--- src/sv/mhpq_pkg.sv ---
// ----------------------------------------------------------------------------
// mhpq_pkg
// shared types and constants for the min-heap priority queue
// ----------------------------------------------------------------------------
`default_nettype none
package mhpq_pkg;
    localparam int CAPACITY = 1024;
    localparam int AW = $clog2(CAPACITY);
    localparam int CW = $clog2(CAPACITY + 1);
    localparam int EW = 32 + 10 + 32;

    localparam logic [1:0] OP_INSERT   = 2'd0;
    localparam logic [1:0] OP_EXTRACT  = 2'd1;
    localparam logic [1:0] OP_PEEK     = 2'd2;
    localparam logic [1:0] OP_DECREASE = 2'd3;

    localparam logic [1:0] ST_OK     = 2'd0;
    localparam logic [1:0] ST_EMPTY  = 2'd1;
    localparam logic [1:0] ST_FULL   = 2'd2;
    localparam logic [1:0] ST_NO_DEC = 2'd3;

    typedef struct packed {
        logic [1:0]         opcode;
        logic signed [31:0] key_in;
        logic [9:0]         tag_in;
        logic signed [31:0] item_id_in;
        logic signed [31:0] parent_in;
    } cmd_t;

    typedef struct packed {
        logic [1:0]         status;
        logic signed [31:0] out_key;
        logic [9:0]         out_tag;
        logic signed [31:0] out_item_id;
        logic signed [31:0] out_parent;
        logic [10:0]        occupancy;
    } rsp_t;

    typedef struct packed {
        logic signed [31:0] key;
        logic [9:0]         tag;
        logic signed [31:0] item_id;
    } entry_t;

    typedef struct packed {
        logic          we;
        logic [AW-1:0] waddr;
        entry_t        wdata;
        logic [AW-1:0] raddr_a;
        logic [AW-1:0] raddr_b;
    } mem_req_t;
endpackage
`default_nettype wire

--- src/sv/mhpq_ctrl.sv ---
// ----------------------------------------------------------------------------
// mhpq_ctrl
// heap sequencer: tag search, sift up and sift down over the entry store
// ----------------------------------------------------------------------------
`default_nettype none
module mhpq_ctrl (
    input  wire logic              clk,
    input  wire logic              rst_n,
    input  wire logic              start,
    input  wire mhpq_pkg::cmd_t    cmd,
    output logic                   busy,
    output logic                   done,
    output mhpq_pkg::rsp_t         rsp,
    output mhpq_pkg::mem_req_t     mreq,
    input  wire mhpq_pkg::entry_t  rdata_a,
    input  wire mhpq_pkg::entry_t  rdata_b
);
    import mhpq_pkg::*;

    localparam logic [3:0] S_IDLE    = 4'd0;
    localparam logic [3:0] S_ROOT    = 4'd1;
    localparam logic [3:0] S_MOVE    = 4'd2;
    localparam logic [3:0] S_UP_RD   = 4'd3;
    localparam logic [3:0] S_UP_CMP  = 4'd4;
    localparam logic [3:0] S_DN_RD   = 4'd5;
    localparam logic [3:0] S_DN_CMP  = 4'd6;
    localparam logic [3:0] S_SRCH    = 4'd7;
    localparam logic [3:0] S_SRCH_CK = 4'd8;
    localparam logic [3:0] S_DONE    = 4'd9;

    logic [3:0]    state_reg, state_next;
    logic [CW-1:0] count_reg, count_next;
    logic [AW-1:0] pos_reg, pos_next;
    logic [CW-1:0] idx_reg, idx_next;
    entry_t        cur_reg, cur_next;
    cmd_t          cmd_reg, cmd_next;
    rsp_t          rsp_reg, rsp_next;
    logic          done_reg, done_next;

    logic [AW-1:0] up_addr;
    logic [CW:0]   left_w;
    logic [CW:0]   right_w;
    logic [CW-1:0] last_w;
    logic          pick_right;
    entry_t        pick_e;

    assign up_addr = AW'((pos_reg - AW'(1)) >> 1);
    assign left_w  = (CW + 1)'({pos_reg, 1'b1});
    assign right_w = left_w + (CW + 1)'(1);
    assign last_w  = count_reg - CW'(1);
    assign pick_right = (left_w != (CW + 1)'(last_w)) && (rdata_a.key > rdata_b.key);
    assign pick_e  = pick_right ? rdata_b : rdata_a;

    always_comb
    begin
        state_next = state_reg;
        count_next = count_reg;
        pos_next   = pos_reg;
        idx_next   = idx_reg;
        cur_next   = cur_reg;
        cmd_next   = cmd_reg;
        rsp_next   = rsp_reg;
        done_next  = 1'b0;
        mreq       = '0;
        case (state_reg)
            S_IDLE:
            begin
                if (start)
                begin
                    cmd_next = cmd;
                    rsp_next = '0;
                    cur_next.key     = cmd.key_in;
                    cur_next.tag     = cmd.tag_in;
                    cur_next.item_id = cmd.item_id_in;
                    mreq.raddr_a = '0;
                    mreq.raddr_b = AW'(count_reg - CW'(1));
                    case (cmd.opcode)
                        OP_INSERT:
                        begin
                            if (count_reg == CW'(CAPACITY))
                            begin
                                rsp_next.status = ST_FULL;
                                state_next = S_DONE;
                            end
                            else
                            begin
                                pos_next   = AW'(count_reg);
                                count_next = count_reg + CW'(1);
                                state_next = S_UP_RD;
                            end
                        end
                        OP_EXTRACT, OP_PEEK:
                        begin
                            if (count_reg == '0)
                            begin
                                rsp_next.status = ST_EMPTY;
                                state_next = S_DONE;
                            end
                            else
                            begin
                                state_next = S_ROOT;
                            end
                        end
                        default:
                        begin
                            rsp_next.status = ST_NO_DEC;
                            idx_next = '0;
                            state_next = S_SRCH;
                        end
                    endcase
                end
            end
            S_ROOT:
            begin
                rsp_next.out_key     = rdata_a.key;
                rsp_next.out_tag     = rdata_a.tag;
                rsp_next.out_item_id = rdata_a.item_id;
                if (cmd_reg.opcode == OP_PEEK)
                begin
                    state_next = S_DONE;
                end
                else
                begin
                    count_next = last_w;
                    cur_next   = rdata_b;
                    pos_next   = '0;
                    state_next = S_MOVE;
                end
            end
            S_MOVE:
            begin
                // write the moved entry to the root, then sift down
                mreq.we    = 1'b1;
                mreq.waddr = '0;
                mreq.wdata = cur_reg;
                state_next = S_DN_RD;
            end
            S_DN_RD:
            begin
                if (count_reg == '0 || left_w > (CW + 1)'(last_w))
                begin
                    // no children left: the moved entry settles here
                    mreq.we    = 1'b1;
                    mreq.waddr = pos_reg;
                    mreq.wdata = cur_reg;
                    state_next = S_DONE;
                end
                else
                begin
                    mreq.raddr_a = AW'(left_w);
                    mreq.raddr_b = AW'(right_w);
                    state_next = S_DN_CMP;
                end
            end
            S_DN_CMP:
            begin
                if (cur_reg.key > pick_e.key)
                begin
                    mreq.we    = 1'b1;
                    mreq.waddr = pos_reg;
                    mreq.wdata = pick_e;
                    pos_next   = pick_right ? AW'(right_w) : AW'(left_w);
                    state_next = S_DN_RD;
                end
                else
                begin
                    mreq.we    = 1'b1;
                    mreq.waddr = pos_reg;
                    mreq.wdata = cur_reg;
                    state_next = S_DONE;
                end
            end
            S_UP_RD:
            begin
                if (pos_reg == '0)
                begin
                    mreq.we    = 1'b1;
                    mreq.waddr = pos_reg;
                    mreq.wdata = cur_reg;
                    state_next = S_DONE;
                end
                else
                begin
                    mreq.raddr_a = up_addr;
                    state_next = S_UP_CMP;
                end
            end
            S_UP_CMP:
            begin
                mreq.we    = 1'b1;
                mreq.waddr = pos_reg;
                if (rdata_a.key > cur_reg.key)
                begin
                    mreq.wdata = rdata_a;
                    pos_next   = up_addr;
                    state_next = S_UP_RD;
                end
                else
                begin
                    mreq.wdata = cur_reg;
                    state_next = S_DONE;
                end
            end
            S_SRCH:
            begin
                if (idx_reg >= count_reg)
                begin
                    state_next = S_DONE;
                end
                else
                begin
                    mreq.raddr_a = AW'(idx_reg);
                    state_next = S_SRCH_CK;
                end
            end
            S_SRCH_CK:
            begin
                if (rdata_a.tag == cmd_reg.tag_in)
                begin
                    if (rdata_a.key > cmd_reg.key_in)
                    begin
                        rsp_next.status     = ST_OK;
                        rsp_next.out_key    = cmd_reg.key_in;
                        rsp_next.out_tag    = cmd_reg.tag_in;
                        rsp_next.out_parent = cmd_reg.parent_in;
                        cur_next.key     = cmd_reg.key_in;
                        cur_next.tag     = rdata_a.tag;
                        cur_next.item_id = rdata_a.item_id;
                        pos_next   = AW'(idx_reg);
                        state_next = S_UP_RD;
                    end
                    else
                    begin
                        state_next = S_DONE;
                    end
                end
                else
                begin
                    idx_next   = idx_reg + CW'(1);
                    state_next = S_SRCH;
                end
            end
            S_DONE:
            begin
                rsp_next.occupancy = 11'(count_reg);
                done_next  = 1'b1;
                state_next = S_IDLE;
            end
            default:
            begin
                state_next = S_IDLE;
            end
        endcase
    end

    always_ff @(posedge clk or negedge rst_n)
    begin
        if (!rst_n)
        begin
            state_reg <= S_IDLE;
            count_reg <= '0;
            done_reg  <= 1'b0;
        end
        else
        begin
            state_reg <= state_next;
            count_reg <= count_next;
            done_reg  <= done_next;
        end
    end

    always_ff @(posedge clk)
    begin
        pos_reg <= pos_next;
        idx_reg <= idx_next;
        cur_reg <= cur_next;
        cmd_reg <= cmd_next;
        rsp_reg <= rsp_next;
    end

    assign busy = (state_reg != S_IDLE);
    assign done = done_reg;
    assign rsp  = rsp_reg;
endmodule
`default_nettype wire

--- config.mk ---
export PLATFORM = sky130hd
export DESIGN_NAME = mhpq_ctrl
export DESIGN_NICKNAME = d
export VERILOG_FILES = /design/src/sv/mhpq_pkg.sv /design/src/sv/mhpq_ctrl.sv
export SDC_FILE = /design/constraint.sdc
export NUM_CORES = 1
export LEC_CHECK = 0
export ABC_AREA = 1
export BUFFER_PORTS_ARGS = -buffer_cell sky130_fd_sc_hd__buf_4
export CAP_MARGIN = 20
export CORE_MARGIN = 4
export CORE_UTILIZATION = 59
export CTS_CLUSTER_SIZE = 16
export DETAILED_ROUTE_END_ITERATION = 6
export PLACE_DENSITY = 0.91
export SLEW_MARGIN = 40
export SYNTH_ARGS = -nofsm -noshare
export SYNTH_HDL_FRONTEND = slang
export SYNTH_SLANG_ARGS = --single-unit
--- constraint.sdc ---
create_clock -name clk -period 15.7 [get_ports clk]
set_input_delay 0.785 -clock clk [delete_from_list [all_inputs] [get_ports clk]]
set_output_delay 0.785 -clock clk [all_outputs]
set_load 0.05 [all_outputs]
# Yosys cells after proc, flatten, opt, wreduce, memory -nomap -nowiden
# Index checks and enable logic that the tools add are counted.
word_totals:
  regBits: 306
  in_bits: 259
  output_inout_bits: 226
classes:
  n_addsub: 5
  magnitude_cmp: 6
  eq_ne: 25
  muxes: 63
  reduce_logical: 23
ops:
  columns: ["cell", "count"]
  rows:
  - ["74-bit two-way mux", 7]
  - ["85-bit one-hot mux with 5 select lines", 1]
  - ["74-bit one-hot mux with 3 select lines", 1]
  - ["85-bit two-way mux", 2]
  - ["32-bit > comparator", 4]
  - ["32-bit one-hot mux with 2 select lines", 2]
  - ["42-bit one-hot mux with 3 select lines", 1]
  - ["119-bit two-way mux", 1]
  - ["10-bit two-way mux", 11]
  - ["44-bit two-way mux", 2]
  - ["11-bit two-way mux", 7]
  - ["11-bit one-hot mux with 2 select lines", 3]
  - ["32-bit two-way mux", 2]
  - ["10-bit one-hot mux with 5 select lines", 1]
  - ["4-bit two-way mux", 10]
  - ["10-bit one-hot mux with 4 select lines", 1]
  - ["4-bit one-hot mux with 9 select lines", 1]
  - ["11-bit by 1-bit adder with 11-bit output (second input constant)", 2]
  - ["20-bit two-way mux", 1]
  - ["10-bit one-hot mux with 2 select lines", 1]
  - ["2-bit != test (second input constant)", 9]
  - ["4-bit by 3-bit == test with 1-bit output (second input constant)", 4]
  - ["4-bit AND reduction", 3]
  - ["11-bit == test (second input constant)", 1]
  - ["other kinds (33)", 44]

# Depth between registers and ports, before layout
# Gate-level depths: netlist of the first run.
logic_depth:
  word_depth: 7
  ltp_mapped: 39

# Least setup slack after synthesis of the first run
# OpenSTA, ideal clock, no wires.
synth_timing:
  path_type: "input -> register"
  startpoint: "in rdata_a[69] in the netlist's numbering"
  endpoint: "reg cur_reg[0] in the netlist's numbering (enable)"
  setup_time_ns: 0.598
  arrival_ns: 6.940
  slack_ns: 8.163
  stages: 15
  path_buffers: 0
  cell_sequence: "ha_1 > nand2_1 > inv_1 > nand3_1 > nor3_1 > inv_1 > a21oi_1 > nor2_1 > nand2_1 > nand2_1 > nand2_1 > nand2_1 > nand2_1 > nand2_1 > nor3_1"
synth_between:
  elab_chain_len: 3
synth_rtl:
  columns: ["item", "line_no", "rtl"]
  rows:
  - ["start: declaration", "mhpq_ctrl.sv:15", "input wire mhpq_pkg::entry_t rdata_a,"]
  - ["32-bit > comparator", "mhpq_ctrl.sv:220", "if (rdata_a.key > cmd_reg.key_in)"]
  - ["2-bit != test (no source line)", null, null]
  - ["5-bit AND reduction (no source line)", null, null]
  - ["end signal: assignment", "mhpq_ctrl.sv:276", "cur_reg <= cur_next;"]
  - ["end: declaration", "mhpq_ctrl.sv:35", "entry_t cur_reg, cur_next;"]
# No other way between the ends.
# A chain may end at the register's enable or synchronous reset.

==> results of run 1 <==
## layer usage
layer / GRT usage [%] / part of all wire (%)
met5: 0 / 0.035
met3: 10.4 / 13
met4: 17.2 / 5.7
met2: 59.9 / 46
met1: 49.0 / 36
## Yosys cell counts, drive strengths merged
library cell and count:
nand4 30, a31oi 4, ha 156, o22ai 44, o31ai 2, clkinv 5, nor3b 3, nand3b 2
inv 352, o2111a 1, o311ai 1, a22oi 1, a21oi 76, nor3 28, o21bai 3, nand3 126
nand2 671, a211oi 3, o21a 6, clkbuf 49, o31a 1, edfxtp 290, a21o 2, nor4 2
o2111ai 1, o211ai 59, nor2 243, buf 44, dfrtp 16, o21ai 114, o221ai 32, xor2 33
and3 2, xnor2 5
## power groups by stage
stage / registers [mW] / clock network (mW) / logic (mW)
floorplan: 2.04 / 0 / 1.81
global placement: 1.58 / 0 / 3.30
detailed placement: 1.58 / 0 / 3.38
CTS: 1.58 / 0.840 / 3.40
global route: 1.61 / 0.876 / 3.65
finish: 1.58 / 0.838 / 3.46
## kinds of logic after synthesis
logic type / count (synthesis)
AOI/OAI and AO/OA: 350
xor gates and xnor gates: 38
adders and majority gates: 156
buffers and inverters: 450
DFF: 306
and+or+nand+nor: 1107
## through the flow
stage | area [um2] | hold WS, ps | setup slack [ps] | std cells
final | 25400 | 116 | 7680 | 3334
after global routing | 25400 | 118 | 7350 | 3334
after CTS | 25300 | 114 | 7900 | 3330
after detailed placement | 24200 | 507 | 8500 | 3268
after global placement | 24100 | 506 | 8140 | 3266
after floorplan | 20200 | 444 | 8160 | 2407
## final cells by class
type,count,area [um2]
clock buffers,42,902
well taps,448,561
fillers,2441,8290
flip-flops and latches,306,9110
multi-input cells,1651,9350
diodes,2,5.00
repair buffers,508,3890
clock inverters,20,256
inverters,357,1350
## worst min path at each step
stage | startpoint | endpoint | slack (ps) | cells past startpoint
floorplan | state_reg[2] | done | 440 | 1
global placement | state_reg[2] | done | 510 | 1
detailed placement | state_reg[2] | done | 510 | 1
CTS | rst_n | count_reg[9] | 110 | 1
global route | rst_n | count_reg[8] | 120 | 1
finish | rst_n | count_reg[9] | 120 | 1
==> flow_summary.toml, run 1 <==
[drt]
wl_per_cell_um = 22.0
initialDrtViolationCount = 2428
ant_nets = 0
first_pass_iters = 7
vias_per_cell = 6.00
wirelength_mm = 73.5
drc = 0
vias = 20000

[final_layout]
largest_reg_flops = 119
layout-drive-gt1-share_pct = 23.3
post-route-util_pct = 75.4
area_delta_synth_final_pct = 25.8
final_common_cell = "nand2_1"
final_cell_mix = "nand2_1 (645), buf_4 (500), inv_1 (346), edfxtp_1 (290), nor2_1 (229)"
nets = 3273

[sta]
rsz0062_at_grt = "no"
finalHoldViolations = 0
worstMarginPinSlew_ps = 807
max_freq_ghz = 0.125
finalCritPeriodShare_pct = 51.1
fin_crit_ps = 8020
relSlewSlack_pct = 46.2
finalSetupViolCount = 0
setup_tns_ps = 0
slew_viol_final = 0
clock_skew_ps = 13.4

[setup_path]
worstRegToRegCells = 29
timing.rr.end = "pos_reg[3]"
critical_path_class = "reg -> out"
critical-path-top-delay-family = "simple AND/OR/NAND/NOR gates"
cp-start-kind = "flip-flop"
cp_max_fo = 73
cp-startpoint = "count_reg[0]"
worstPathRequired_ps = 14910
crit_path_max_incr_delay_ps = 550
arrival_ps = 7240
timing.rr.start = "count_reg[0]"
crit_end = "mreq[47]"
regToRegSetupSlack_ps = 9380
crit_path_end_kind = "output pin"
crit_buf_inv = 6
cp.depth = 31
cpMaxStageDelayCell = "buf_4"
crit_top_cell = "nand2_1"

[clock_tree]
cts_resized = 0
clock-sinks = 306
cts_root_buffer = "clkbuf_16"
clock_latency_ps = 530
postCtsHoldBufs = 0
cts_setup_buffers = 0
clk_pin_slew_worst_paths_ps = 60
cts.path.max_buffers = 3
cts_tree = "built"
cts_buffers = 34
htreeDepth = 2

[synthesis]
synth.distinct_cells = 50
synth_xor_xnor_area_share_pct = 1.65
synthCells = 2407
synth_area_leader_cell = "edfxtp_1"
synth_top_family_by_area = "simple AND/OR/NAND/NOR gates"
ys_ff_latch = 306
synth_fa_ha_area_share_pct = 9.66
syn-num-nets = 2822
synth-compound-area-share_pct = 11.2
synth_area_mm2 = 0.0202
netlist_top_cells_area = "edfxtp_1 (43%), nand2_1 (12%), ha_1 (9.7%)"
synth-simple-area-share_pct = 23.3
syn_avg_cell_area_um2 = 8.40
synth.mux.area_fraction_pct = 0
yosys.area.top_type_share_pct = 43.1
yosysWarnings = 0
yosysSeqAreaShare_pct = 45.1

[grt]
antenna_found_initial = 4
grt_max_degree = 89
grt_overflow = 0
grt_pass1_vias = 19400
grt_pass1_wl_mm = 109
grt_util_all_layers_pct = 37.9

[power]
leakage_nw = 12.1
power_mw = 5.89
power_switching_mw = 3.08
p_comb_share_pct = 58.8
power.density_mw_per_mm2 = 232
p_int_mw = 2.80
sequentialPowerShare_pct = 26.9
swShare_pct = 52.4
clkPwrFrac_pct = 14.2
ir_drop_uv = 173

[floorplanning]
dieArea_mm2 = 0.0373
start_util_pct = 60.0
row_count = 67
die_y_um = 193
io_pins = 485
core_region_area_mm2 = 0.0337
die_width_um = 193

[run]
maxCapViolations = 0

[placement]
port_buffers = 484
hpwl_mm = 53.9
gp_congestion = 1.03

[hold_path]
hp-class = "in -> async"

[status]
status = "finished clean"
Power figures use the tool's default switching activity.
==> inputs of run 2 (changes only) <==
CORE_UTILIZATION = 55   (was 59)
PLACE_DENSITY = 0.86   (was 0.91)
clock period = 7.5 ns   (was 15.7 ns; I/O delays follow)
==> flow_summary.toml, run 2 (same netlist as run 1, synthesis figures left out) <==
[power]
power.density_mw_per_mm2 = 476
ir_drop_uv = 391
leakage_nw = 12.5

[floorplanning]
io_pins = 485
start_util_pct = 56.3
dieArea_mm2 = 0.0399
row_count = 69
die_width_um = 200
die_y_um = 200
core_region_area_mm2 = 0.0359

[clock_tree]
clock-sinks = 306
cts.path.max_buffers = 3
cts_tree = "built"
htreeDepth = 2
clock_latency_ps = 580
cts_root_buffer = "clkbuf_16"
cts_buffers = 36
clk_pin_slew_worst_paths_ps = 60

[drt]
vias_per_cell = 5.94
wl_met1_mm = 29.7
top_layer = "met5"
vias = 20400
met2_length_mm = 35.6
wl_met3_mm = 9.22
drc = 0
initialDrtViolationCount = 2413
first_pass_iters = 6
ant_nets = 0
wl_per_cell_um = 22.9
wirelength_mm = 78.8

[placement]
gp_congestion = 0.997
place_ws_ps = 773
port_buffers = 484
hpwl_mm = 55.3
postPlaceCellArea_mm2 = 0.0243

[sta]
max_freq_ghz = 0.148
clock_skew_ps = 36.9
relSlewSlack_pct = 43.3
rsz0062_at_grt = "no"
finalSetupViolCount = 0
setup_slack_ps = 723
setup_tns_ps = 0
slew_viol_final = 0
holdWs_ps = 29.2
worstMarginPinSlew_ps = 848
finalHoldViolations = 0
finalCritPeriodShare_pct = 90.4
fin_crit_ps = 6780

[setup_path]
worstRegToRegCells = 30
worstPathRequired_ps = 7120
arrival_ps = 6400
cp_max_fo = 30
crit_top_cell = "nand2_1"
crit_path_end_kind = "output pin"
crit_path_max_incr_delay_ps = 430
cpMaxStageDelayCell = "dfrtp_1"
critical_path_class = "reg -> out"
cp-start-kind = "flip-flop"

[final_layout]
nets = 3358
final_cell_mix = "nand2_1 (645), buf_4 (508), inv_1 (346), edfxtp_1 (290), nor2_1 (230)"
stdcell_area_mm2 = 0.0262
area_delta_synth_final_pct = 29.9
layout-drive-gt1-share_pct = 22.9
post-route-util_pct = 73.1
largest_reg_flops = 119
final_common_cell = "nand2_1"

[hold_path]
holdPathStages = 1
hp-class = "in -> reg"

[grt]
grt_util_all_layers_pct = 37.9
grt_pass1_wl_mm = 116
grt_overflow = 0
grt_pass1_vias = 19900
antenna_found_initial = 6
grt_max_degree = 76

[run]
maxCapViolations = 0

[status]
status = "finished clean"
==> run 2: cell type report <==
type	count	area (um2)
Fill cell	2621	9670
Timing Repair Buffer	590	4690
Clock buffer	42	923
Clock inverter	23	224
Sequential cell	306	9110
Tap cell	461	577
Inverter	357	1350
Antenna cell	8	20.0
Multi-Input combinational cell	1652	9350
==> run 2: repair_timing <==
action	4_1_cts	5_1_grt
setup buffers	0	4
hold buffers	74	0
endpoints found under the hold margin	89	0
endpoints found under the setup margin	0	74
resized for setup	0	9
==> run 2: path summary, 6_finish.rpt <==
kind                               from      endpoint  slack (ps)
max in group asynchronous         rst_n          done        7040
hold reg to reg             cmd_reg[18]       rsp[29]         560
setup / recovery           count_reg[0]      mreq[54]         720
hold / removal                  cmd[65]   cmd_reg[65]          30
min in group asynchronous         rst_n  state_reg[1]         230
setup reg to reg           count_reg[0]    pos_reg[8]        1840
==> run 2: critical path: cells and delay by family, from the launching register on <==
| kind | cells | cell delay, ps |
|---|---|---|
| XOR/XNOR | 1 | 260 |
| AND/OR/NAND/NOR | 23 | 3370 |
| buffers and inverters | 6 | 1020 |
| AO/OA/AOI/OAI | 1 | 70 |
| adder cells (fa/ha/maj) | 2 | 680 |
| flip-flops | 1 | 430 |
==> run 2: routing by layer <==
metal / GRT usage [%] / vias up
met2: 58.6 / 1404
met5: 0 / -
met1: 50.2 / 9559
li1: - / 9144
met3: 9.85 / 324
met4: 17.2 / 2
==> run 2: where the power goes <==
part | internal [mW] | switching, mW | leakage [nW]
registers | 2.89 | 0.429 | 2.97
logic | 1.98 | 5.41 | 8.93
clock network | 0.997 | 0.777 | 0.547
total | 5.87 | 6.62 | 12.5
==> run 2: metrics by stage <==
step	power [mW]	cells
6_report	12.5	3439
5_1_grt	13.0	3435
4_1_cts	12.3	3426
3_5_place_dp	10.5	3287
3_3_place_gp	10.3	3285
2_1_floorplan	8.04	2407
